File: config.mk
export PLATFORM = sky130hd
export DESIGN_NAME = infix_to_postfix_converter_top
export DESIGN_NICKNAME = d
export VERILOG_FILES = /design/src/itp_pkg.sv /design/src/infix_to_postfix_converter_top.sv /design/src/itp_stack.sv
export SDC_FILE = /design/constraint.sdc
export NUM_CORES = 1
export LEC_CHECK = 0
export ABC_AREA = 1
export ABC_CLOCK_PERIOD_IN_PS = 5470
export BUFFER_PORTS_ARGS = -buffer_cell sky130_fd_sc_hd__buf_4
export CELL_PAD_IN_SITES_DETAIL_PLACEMENT = 1
export CELL_PAD_IN_SITES_GLOBAL_PLACEMENT = 1
export CORE_MARGIN = 3
export CORE_UTILIZATION = 52
export DETAILED_ROUTE_END_ITERATION = 7
export GPL_ROUTABILITY_DRIVEN = 0
export PLACE_DENSITY = 0.76
export SLEW_MARGIN = 20
export SYNTH_ARGS = -nofsm -noshare
export SYNTH_HDL_FRONTEND = slang
export SYNTH_HIERARCHICAL = 1
export SYNTH_SLANG_ARGS = --single-unit
File: constraint.sdc
create_clock -name i_clk -period 5.47 [get_ports i_clk]
set_input_delay 0.547 -clock i_clk [delete_from_list [all_inputs] [get_ports i_clk]]
set_output_delay 0.547 -clock i_clk [all_outputs]
set_load 0.005 [all_outputs]
File: src/itp_pkg.sv
// itp_pkg: shared types and constants of the infix to postfix converter
// token mode codes, error codes and the layout of one operator stack entry
// no dependencies
package itp_pkg;

    localparam int DEF_STACK_DEPTH = 32;
    localparam int MAX_RESULTS     = 32;
    localparam int PAY_W           = 32;
    localparam int PREC_W          = 8;

    localparam logic [2:0] MODE_NUM    = 3'd0;
    localparam logic [2:0] MODE_OP     = 3'd1;
    localparam logic [2:0] MODE_LPAREN = 3'd2;
    localparam logic [2:0] MODE_RPAREN = 3'd3;
    localparam logic [2:0] MODE_END    = 3'd4;

    localparam logic KIND_NUM = 1'b0;
    localparam logic KIND_OP  = 1'b1;

    localparam logic [1:0] ERR_NONE     = 2'd0;
    localparam logic [1:0] ERR_OVERFLOW = 2'd1;
    localparam logic [1:0] ERR_RPAREN   = 2'd2;
    localparam logic [1:0] ERR_LPAREN   = 2'd3;

    typedef struct packed {
        logic              lparen;
        logic [PREC_W-1:0] prec;
        logic [PAY_W-1:0]  payload;
    } t_entry;

endpackage

File: src/infix_to_postfix_converter_top.sv
// infix_to_postfix_converter_top: shunting-yard converter, infix words in, postfix words out
// a word is taken only in S_IDLE; numbers go via the pending register to the output register
// after S_IDLE: S_FIN for a number, rparen or end; S_PUSH, S_FIN for an operator or lparen,
// plus S_RD and S_EV per stack read (one memory read each); S_EV, S_FIN wait while held off
// reset clears the stack pointer and the control state; stack memory is not cleared
// depends on itp_pkg and itp_stack
module infix_to_postfix_converter_top #(
    parameter int STACK_DEPTH = itp_pkg::DEF_STACK_DEPTH
) (
    input  logic                      i_clk,
    input  logic                      i_rst_n,
    input  logic                      i_valid,
    output logic                      o_ready,
    input  logic [2:0]                i_mode,
    input  logic [itp_pkg::PAY_W-1:0] i_payload,
    input  logic [itp_pkg::PREC_W-1:0] i_precedence,
    output logic                      o_valid,
    input  logic                      i_ready,
    output logic                      o_token_kind,
    output logic [itp_pkg::PAY_W-1:0] o_token_payload,
    output logic                      o_last_of_run,
    output logic [1:0]                o_error_code
);
    import itp_pkg::*;

    localparam int AW  = (STACK_DEPTH > 1) ? $clog2(STACK_DEPTH) : 1;
    localparam int SPW = $clog2(STACK_DEPTH + 1);
    localparam int CW  = $clog2(MAX_RESULTS + 1);

    typedef enum logic [2:0] {S_IDLE, S_RD, S_EV, S_PUSH, S_FIN} t_state;

    t_state             r_state, n_state;
    logic [SPW-1:0]     r_sp, n_sp;
    logic [CW-1:0]      r_cnt, n_cnt;
    logic [2:0]         r_mode, n_mode;
    logic [PAY_W-1:0]   r_pay, n_pay;
    logic [PREC_W-1:0]  r_prec, n_prec;
    logic [1:0]         r_err, n_err;
    logic               r_pend_v, n_pend_v;
    logic               r_pend_kind, n_pend_kind;
    logic [PAY_W-1:0]   r_pend_pay, n_pend_pay;
    logic               r_out_valid, n_out_valid;
    logic               r_out_kind, n_out_kind;
    logic [PAY_W-1:0]   r_out_pay, n_out_pay;
    logic               r_out_last, n_out_last;
    logic [1:0]         r_out_err, n_out_err;

    logic               w_slot;
    logic               w_can_emit;
    logic [SPW-1:0]     w_sp_dec;
    logic [CW-1:0]      w_cnt_inc;
    logic               w_more;
    logic               w_we;
    t_entry             w_wdata;
    t_entry             w_e;
    logic [AW-1:0]      w_raddr;

    assign w_sp_dec  = r_sp - 1'b1;
    assign w_cnt_inc = r_cnt + 1'b1;
    assign w_raddr   = w_sp_dec[AW-1:0];
    assign w_slot    = !r_out_valid || i_ready;
    assign w_can_emit = !r_pend_v || w_slot;
    assign w_more    = (w_sp_dec != '0) && (w_cnt_inc < CW'(MAX_RESULTS));

    assign w_wdata.lparen  = (r_mode == MODE_LPAREN);
    assign w_wdata.prec    = (r_mode == MODE_LPAREN) ? '0 : r_prec;
    assign w_wdata.payload = r_pay;

    itp_stack #(
        .STACK_DEPTH(STACK_DEPTH),
        .AW         (AW)
    ) u_stack (
        .i_clk  (i_clk),
        .i_we   (w_we),
        .i_waddr(r_sp[AW-1:0]),
        .i_wdata(w_wdata),
        .i_raddr(w_raddr),
        .o_rdata(w_e)
    );

    always_comb begin
        n_state     = r_state;
        n_sp        = r_sp;
        n_cnt       = r_cnt;
        n_mode      = r_mode;
        n_pay       = r_pay;
        n_prec      = r_prec;
        n_err       = r_err;
        n_pend_v    = r_pend_v;
        n_pend_kind = r_pend_kind;
        n_pend_pay  = r_pend_pay;
        n_out_valid = r_out_valid && !i_ready;
        n_out_kind  = r_out_kind;
        n_out_pay   = r_out_pay;
        n_out_last  = r_out_last;
        n_out_err   = r_out_err;
        w_we        = 1'b0;

        case (r_state)
            S_IDLE: begin
                if (i_valid) begin
                    n_mode = i_mode;
                    n_pay  = i_payload;
                    n_prec = i_precedence;
                    n_cnt  = '0;
                    n_err  = ERR_NONE;
                    case (i_mode)
                        MODE_NUM: begin
                            n_pend_v    = 1'b1;
                            n_pend_kind = KIND_NUM;
                            n_pend_pay  = i_payload;
                            n_state     = S_FIN;
                        end
                        MODE_OP: begin
                            n_state = (r_sp != '0) ? S_RD : S_PUSH;
                        end
                        MODE_LPAREN: begin
                            n_state = S_PUSH;
                        end
                        MODE_RPAREN: begin
                            if (r_sp != '0) begin
                                n_state = S_RD;
                            end else begin
                                n_err   = ERR_RPAREN;
                                n_state = S_FIN;
                            end
                        end
                        MODE_END: begin
                            n_state = (r_sp != '0) ? S_RD : S_FIN;
                        end
                        default: begin
                            n_state = S_IDLE;
                        end
                    endcase
                end
            end
            S_RD: begin
                n_state = S_EV;
            end
            S_EV: begin
                if (r_mode == MODE_OP && (w_e.lparen || w_e.prec < r_prec)) begin
                    n_state = S_PUSH;
                end else if (w_e.lparen && r_mode != MODE_OP) begin
                    n_sp = w_sp_dec;
                    if (r_mode == MODE_END) begin
                        n_err   = ERR_LPAREN;
                        n_state = ((w_sp_dec != '0) && (r_cnt < CW'(MAX_RESULTS))) ?
                                  S_RD : S_FIN;
                    end else begin
                        n_state = S_FIN;
                    end
                end else if (w_can_emit) begin
                    // pending word moves out, popped operator becomes pending
                    if (r_pend_v) begin
                        n_out_valid = 1'b1;
                        n_out_kind  = r_pend_kind;
                        n_out_pay   = r_pend_pay;
                        n_out_last  = 1'b0;
                        n_out_err   = ERR_NONE;
                    end
                    n_pend_v    = 1'b1;
                    n_pend_kind = KIND_OP;
                    n_pend_pay  = w_e.payload;
                    n_sp        = w_sp_dec;
                    n_cnt       = w_cnt_inc;
                    case (r_mode)
                        MODE_OP: begin
                            n_state = w_more ? S_RD : S_PUSH;
                        end
                        MODE_RPAREN: begin
                            if (w_more) begin
                                n_state = S_RD;
                            end else begin
                                if (w_sp_dec == '0) begin
                                    n_err = ERR_RPAREN;
                                end
                                n_state = S_FIN;
                            end
                        end
                        default: begin
                            n_state = w_more ? S_RD : S_FIN;
                        end
                    endcase
                end
            end
            S_PUSH: begin
                if (r_sp >= SPW'(STACK_DEPTH)) begin
                    n_err = ERR_OVERFLOW;
                end else begin
                    w_we = 1'b1;
                    n_sp = r_sp + 1'b1;
                end
                n_state = S_FIN;
            end
            S_FIN: begin
                if (r_pend_v) begin
                    if (w_slot) begin
                        n_out_valid = 1'b1;
                        n_out_kind  = r_pend_kind;
                        n_out_pay   = r_pend_pay;
                        n_out_last  = 1'b1;
                        n_out_err   = r_err;
                        n_pend_v    = 1'b0;
                        n_state     = S_IDLE;
                    end
                end else if (r_err != ERR_NONE) begin
                    if (w_slot) begin
                        n_out_valid = 1'b1;
                        n_out_kind  = KIND_NUM;
                        n_out_pay   = '0;
                        n_out_last  = 1'b1;
                        n_out_err   = r_err;
                        n_state     = S_IDLE;
                    end
                end else begin
                    n_state = S_IDLE;
                end
            end
            default: begin
                n_state = S_IDLE;
            end
        endcase
    end

    always_ff @(posedge i_clk) begin
        if (!i_rst_n) begin
            r_state     <= S_IDLE;
            r_sp        <= '0;
            r_pend_v    <= 1'b0;
            r_out_valid <= 1'b0;
        end else begin
            r_state     <= n_state;
            r_sp        <= n_sp;
            r_pend_v    <= n_pend_v;
            r_out_valid <= n_out_valid;
        end
        r_cnt       <= n_cnt;
        r_mode      <= n_mode;
        r_pay       <= n_pay;
        r_prec      <= n_prec;
        r_err       <= n_err;
        r_pend_kind <= n_pend_kind;
        r_pend_pay  <= n_pend_pay;
        r_out_kind  <= n_out_kind;
        r_out_pay   <= n_out_pay;
        r_out_last  <= n_out_last;
        r_out_err   <= n_out_err;
    end

    assign o_ready         = (r_state == S_IDLE);
    assign o_valid         = r_out_valid;
    assign o_token_kind    = r_out_kind;
    assign o_token_payload = r_out_pay;
    assign o_last_of_run   = r_out_last;
    assign o_error_code    = r_out_err;

    a_sp_range: assert property (@(posedge i_clk) disable iff (!i_rst_n)
        r_sp <= SPW'(STACK_DEPTH))
        else $error("stack pointer beyond depth");

    a_push_room: assert property (@(posedge i_clk) disable iff (!i_rst_n)
        w_we |-> (r_sp < SPW'(STACK_DEPTH)))
        else $error("push into full stack");

    a_err_last: assert property (@(posedge i_clk) disable iff (!i_rst_n)
        (o_valid && o_error_code != ERR_NONE) |-> o_last_of_run)
        else $error("error code on a word that is not last");

    a_successor: assert property (@(posedge i_clk) disable iff (!i_rst_n)
        (o_valid && !o_last_of_run) |-> r_pend_v)
        else $error("non-final word without a pending successor");

endmodule

File: src/itp_stack.sv
// itp_stack: operator stack storage, one write port and one registered read port
// depends on itp_pkg for the entry layout
module itp_stack #(
    parameter int STACK_DEPTH = itp_pkg::DEF_STACK_DEPTH,
    parameter int AW          = (STACK_DEPTH > 1) ? $clog2(STACK_DEPTH) : 1
) (
    input  logic            i_clk,
    input  logic            i_we,
    input  logic [AW-1:0]   i_waddr,
    input  itp_pkg::t_entry i_wdata,
    input  logic [AW-1:0]   i_raddr,
    output itp_pkg::t_entry o_rdata
);
    import itp_pkg::*;

    t_entry r_mem [STACK_DEPTH];
    t_entry r_rdata;

    always_ff @(posedge i_clk) begin
        if (i_we) begin
            r_mem[i_waddr] <= i_wdata;
        end
        r_rdata <= r_mem[i_raddr];
    end

    assign o_rdata = r_rdata;

endmodule
# After elaboration in Yosys (flattened, before gate mapping)
# Memories as Yosys holds them, arrays and structs flattened. A register that Yosys moved wholly into a read port is not among the register bits.
# Index checks and enable logic that the tools add are counted.
# totals
ram_bits	1312
n_memories	1
regBits	131
word_cells	186
# memory_table
name	depth	width	read_ports	rd_ports_with_merged_regs	wr	line	source
u_stack.r_mem	32	41	1	1	1	itp_stack.sv:16	t_entry r_mem [STACK_DEPTH];
# classes
add_sub_neg	3
eq_ne	29
n_lt_le_gt_ge	4
reduce_logical	32
n_mux	102
# ops
op	n
32-bit 2-to-1 mux	13
32-bit one-hot mux with 2 select lines	2
6-bit 2-to-1 mux	8
2-bit 2-to-1 mux	20
3-bit 2-to-1 mux	12
1-bit 2-to-1 mux	35
6-bit one-hot mux with 2 select lines	2
3-bit by 2-bit equality test with 1-bit output, second input constant	6
3-bit != test, second input constant	6
6-bit AND reduction	3
2-bit != test, second input constant	8
3-bit one-hot mux with 5 select lines	1
6-bit by 1-bit adder with 6-bit output, second input constant	2
6-bit less-than comparator, second input constant	2
3-bit one-hot mux with 4 select lines	1
6-bit nonzero test	2
3-bit by 1-bit equality test with 1-bit output, second input constant	3
3-bit equality test, second input constant	3
9-bit AND reduction	1
8-bit less-than comparator	1
8-bit 2-to-1 mux	1
1-bit one-hot mux with 2 select lines	4
2-bit nonzero test	4
7-bit AND reduction	1
18 further kinds	29

# Logic depth before layout (Yosys ltp)
# depth
word_depth	9
mapped_depth	15
ltp_nobuf	14

# Cells and area by module
# The synthesis kept the hierarchy.
# modules_own_cells
module	n_inst	area_per_inst_um2	seq_area_each_um2	cells_each
itp_stack	1	55304.3	40218.6	4516
infix_to_postfix_converter_top	1	5869.4	3823.7	571

# Least setup slack after synthesis
# No wires, ideal clock.
# synth_timing
path_kind	register to register
startpoint	reg r_prec[7]
endpoint	reg r_pend_kind (enable)
required_time_ns	4.964
setup_slack_ns	0.600
stages_incl_launch_ff	10
n_path_buf	0
t_arrival_ns	4.364
synth_period_minus_slack_ns	4.870
path_cell_list	edfxtp_1 inv_1 ha_1 nand2_1 o21a_1 nand2_1 nand2_1 nand2_4 nand2_1 nor4_1
# synth_via
elab_chain_cells	5
# synth_rtl
item	line	source
from (decl)	infix_to_postfix_converter_top.sv:37	logic [PREC_W-1:0] r_prec, n_prec;
from (signal assigned)	infix_to_postfix_converter_top.sv:240	r_prec <= n_prec;
8-bit less-than comparator	infix_to_postfix_converter_top.sv:141	if (r_mode == MODE_OP && (w_e.lparen || w_e.prec < r_prec)) begin
1-bit logical OR	infix_to_postfix_converter_top.sv:141	
1-bit logical AND	infix_to_postfix_converter_top.sv:141	
2-bit != test (no line)	-	
6-bit AND reduction (no line)	-	
to (signal assigned)	infix_to_postfix_converter_top.sv:242	r_pend_kind <= n_pend_kind;
to (decl)	infix_to_postfix_converter_top.sv:40	logic r_pend_kind, n_pend_kind;
# Every way passes these cells.
# A chain may end at the register's enable or synchronous reset.

# Worst setup path after layout
# layout_timing
startpoint	reg r_sp[0]
endpoint	reg, netlist name u_stack/o_rdata[33]
# layout_via
elab_chain_cells	1
# layout_rtl
item	line	source
from (decl)	infix_to_postfix_converter_top.sv:33	logic [SPW-1:0] r_sp, n_sp;
from (signal assigned)	infix_to_postfix_converter_top.sv:233	r_sp <= n_sp;
6-bit by 1-bit subtractor with 6-bit output	infix_to_postfix_converter_top.sv:58	assign w_sp_dec = r_sp - 1'b1;
named net w_sp_dec[0]	infix_to_postfix_converter_top.sv:50	logic [SPW-1:0] w_sp_dec;
# The timed path passes the listed nets, and every way through them passes these cells.

==> run summary <==
The count of routing violations after the opening detailed-route iteration was 4,396. For this run, design rule violations remaining after detail routing come to 0. The max-capacitance violation count was 0.

Height of the die: 349 um. The total count of hold-check failures in the final report is 0. The analysis attributes to net switching a power of 8.39 mW. In this run the biggest area consumer among cell types represents 70.3% of the synthesized area. The Yosys step of the flow raised 6 warnings. For this configuration, the core starts out at a cell density of 52.5%.

Of all cell types, the one taking the most synthesized area is edfxtp_1. The pre-CTS worst setup slack was 1720 ps. For the design internal power, the log shows 20.2 mW. The most frequently used flop master after synthesis was edfxtp_1. The area enclosed by the die boundary is 122,000 um^2. The mean instance size in the synthesized netlist is 12.0 um^2. Fraction of final layout cells with drive strength greater than 1: 13.4%. Ranked by total cell area, the synthesized netlist is headed by edfxtp_1 70%, nand2_1 11%, nand3_1 7.9%. VDD sags by at most 317 uV. For the final-layout setup total negative slack, the log shows 0 ps. The area growth from synthesis to layout is 11.5%.

The detailed router put a total of 75,400 um of wire on met1. Setup repair after global routing left no endpoint under its margin. In the global route stage, overall resource usage came out at 31.4%.

Final worst-path cycle share: 69.6%. The setup-violating endpoint count in the final report was 0; the endpoint arrival time on the critical path was 4500 ps. The leakage power total was 25.0 nW. After clock tree synthesis, the clock-pin slew on the worst setup and hold paths is 60 ps. At the pin with the least slew margin, the transition time is 1110 ps.

85 I/O pins were placed. The largest fanout of any net on the critical path came out at 165. The largest net degree at the start of global routing was 300. The worst setup path is launched from a register.

In the detailed route, the total length drawn on met3 is 13,800 um. The floorplan has 125 rows. The number of nets still failing antenna checks after routing was 0; the via count normalized by instance count was 6.05. The tree built by TritonCTS fans out to 1,484 sinks. Net switching is 29.3% of the power.

The run gives 151 as the TritonCTS buffer count. The final max-slew violation count is 0, and the met2 routed wirelength is 94,000 um. The slack of the critical path came out at 1670 ps. The share of synthesized flip-flops with an asynchronous set or reset works out to 0%. The number of nets in the finished design was 5,228. Derived from the worst setup path, the maximum achievable clock frequency is 263 MHz. The run gives 26.0% as the relative slew slack. The tools report the worst-skew pair later-pin latency as 760 ps. The critical path class was reg2reg. The tools report the clock root buffer as clkbuf_16. Count of distinct cell types in the synthesized netlist: 42. Post-cts repair resize count: 0. The post-layout minimum cycle time was 3800 ps. Combinational cells account for 17.3% of the total power. Between clock sinks in the finished design, the worst skew comes to 24.7 ps. The number of H-tree levels was 4; the setup slack of the most critical reg-to-reg path was 1670 ps.

The register bit count reported by yosys came out at 1,484. The die outline width is 349 um. The routed layout has 41,300 vias. The net count of the mapped netlist was 5,146. The worst hold margin was 52.3 ps. In this run the top signal layer used is met4. Of the synthesized area, sequential elements account for 72.0%. The number of input and output port buffers inserted was 84.

For the share of total power in sequential cells, the log shows 46.7%. The via count of the first global-routing pass is 43,700, and the clock network fraction of total power is 36.0%. The flow ran to the end, and the final reports show no timing, DRC or antenna violations.

The first TritonRoute pass finished after 5 iterations. Data on the critical path is required at its endpoint by 6170 ps. The area of the core region is 117,000 um^2, and the maximum root-to-sink buffer count is 3. In this run the worst hold path is classified as in2reg. Yosys mapped a number of flops with a built-in enable equal to 1,432. The post-detailed-placement half-perimeter wirelength was 97,500 um.

TritonCTS built the clock tree. Number of antenna violations at the first check in global routing: 2. The routed design has 191,000 um of wire.

The first global-routing pass estimated 282,000 um of wire. After synthesis the cells add up to 61,200 um^2. After global routing the overflow that remains totals 0. The endpoint class of the critical path is a register. Dividing total power by cell area gives a power density of 420 nW/um^2.

The wire length per cell is 28.0 um, and the cell count after synthesis is 5,087.
==> worst max-delay path, stage by stage (launching register included) <==
cell       delay, ps
dfxtp_1          550
inv_8            220
clkinv_16        330
buf_16           660
buf_4            850
nand2_1          130
nand3_1          110
nand3_1          100
nand2_1          140
nand2_1           80
nand2_1          110
nand2_1           70
nand2_1          110
==> repair_timing <==
action,in CTS,in global routing
endpoints found under the hold margin,41,0
setup buffers,0,0
hold buffers,41,0
==> path summary, 6_finish.rpt <==
path                                       endpoint                from  depth (start not counted)
worst min register to register        r_pend_pay[2]  u_stack/o_rdata[2]                          2
worst min-delay path                       r_pay[5]        i_payload[5]                          1
worst max-delay path            u_stack/o_rdata[33]             r_sp[0]                         12
worst max register to register  u_stack/o_rdata[33]             r_sp[0]                         12
==> metrics by stage <==
stage | area (um^2) | util [%] | power [mW] | instances
after global routing | 68200 | 58.5 | 29.6 | 6822
after CTS | 67900 | 58.3 | 28.6 | 6808
after floorplan | 61200 | - | 16.7 | 5087
after global placement | 62600 | 53.8 | 18.1 | 6485
after detailed placement | 62600 | 53.8 | 18.4 | 6485
final | 68200 | 58.5 | 28.6 | 6823
==> state kept, by name, indices dropped and copies added, names as in the netlist <==
signal,cells
u_stack/r_mem,1312
u_stack/o_rdata,41
o_token_payload,32
r_pay,32
r_pend_pay,32
r_prec,8
r_cnt,6
r_sp,6
r_mode,3
r_state,3
o_error_code,2
r_err,2
o_last_of_run,1
o_token_kind,1
o_valid,1
r_pend_kind,1
r_pend_v,1
==> placed cells by master (no fill, tap or decap), types with 7 or more instances in the layout <==
master / n
nand2_1: 1817
edfxtp_1: 1432
nand3_1: 964
nand2_2: 195
clkbuf_16: 157
buf_4: 142
inv_1: 86
nor2_1: 65
dfxtp_1: 52
nand3_2: 47
clkbuf_1: 44
dlygate4sd3_1: 41
nor2_4: 35
clkinv_1: 27
buf_12: 26
clkinv_2: 20
a21oi_1: 17
ha_1: 12
clkbuf_8: 12
buf_8: 11
nor2_2: 10
bufinv_16: 10
inv_6: 8
nand2_4: 7
o21ai_0: 7
==> power by group through the flow <==
stage          Clock (mW)  Sequential (mW)  Combinational [mW]
2_1_floorplan           0             13.4                3.27
3_3_place_gp            0             13.6                4.50
3_5_place_dp            0             13.7                4.70
4_1_cts              10.4             13.4                4.81
5_1_grt              10.8             13.4                5.38
6_report             10.3             13.4                4.96
==> metal layers <==
| metal | vias up | GRT usage [%] |
|---|---|---|
| met5 | - | 0 |
| met4 | 0 | 12.8 |
| met1 | 21300 | 41.0 |
| met2 | 1801 | 52.8 |
| met3 | 425 | 4.63 |
| li1 | 17800 | - |
==> Yosys cell counts, types with 7 or more instances <==
| master | instances |
|---|---|
| nand3_1 | 964 |
| nand3_2 | 47 |
| nor2_1 | 99 |
| ha_1 | 12 |
| nand2_1 | 1818 |
| a21oi_1 | 17 |
| buf_4 | 31 |
| edfxtp_1 | 1432 |
| nor3_1 | 7 |
| dfxtp_1 | 52 |
| nor2_2 | 10 |
| inv_2 | 7 |
| o21ai_0 | 7 |
| inv_1 | 90 |
| buf_2 | 124 |
| buf_12 | 22 |
| clkbuf_1 | 30 |
| buf_6 | 82 |
| nand2_2 | 195 |
==> cells by family (layout without fill, tap and decap cells) <==
family,Yosys count,in the layout,share of synthesized area (%)
buffers and inverters,394,605,4.51
other,0,1,0
adders and majority gates,12,12,0.245
and+or+nand+nor,3156,3156,22.8
DFF,1484,1484,72.0
AOI/OAI and AO/OA,36,36,0.337
xor gates and xnor gates,5,5,0.0716
==> cell type report <==
type                       count  area, um^2
antenna                        1        2.50
clock buffer                 213        4260
clock inverter                69         621
fill                       11600       48300
inverter                     101         448
multi-input combinational   3209       14700
sequential                  1484       44000
tap                         1524        1910
timing repair buffer         222        2220
(Power assumes the default switching activity.)
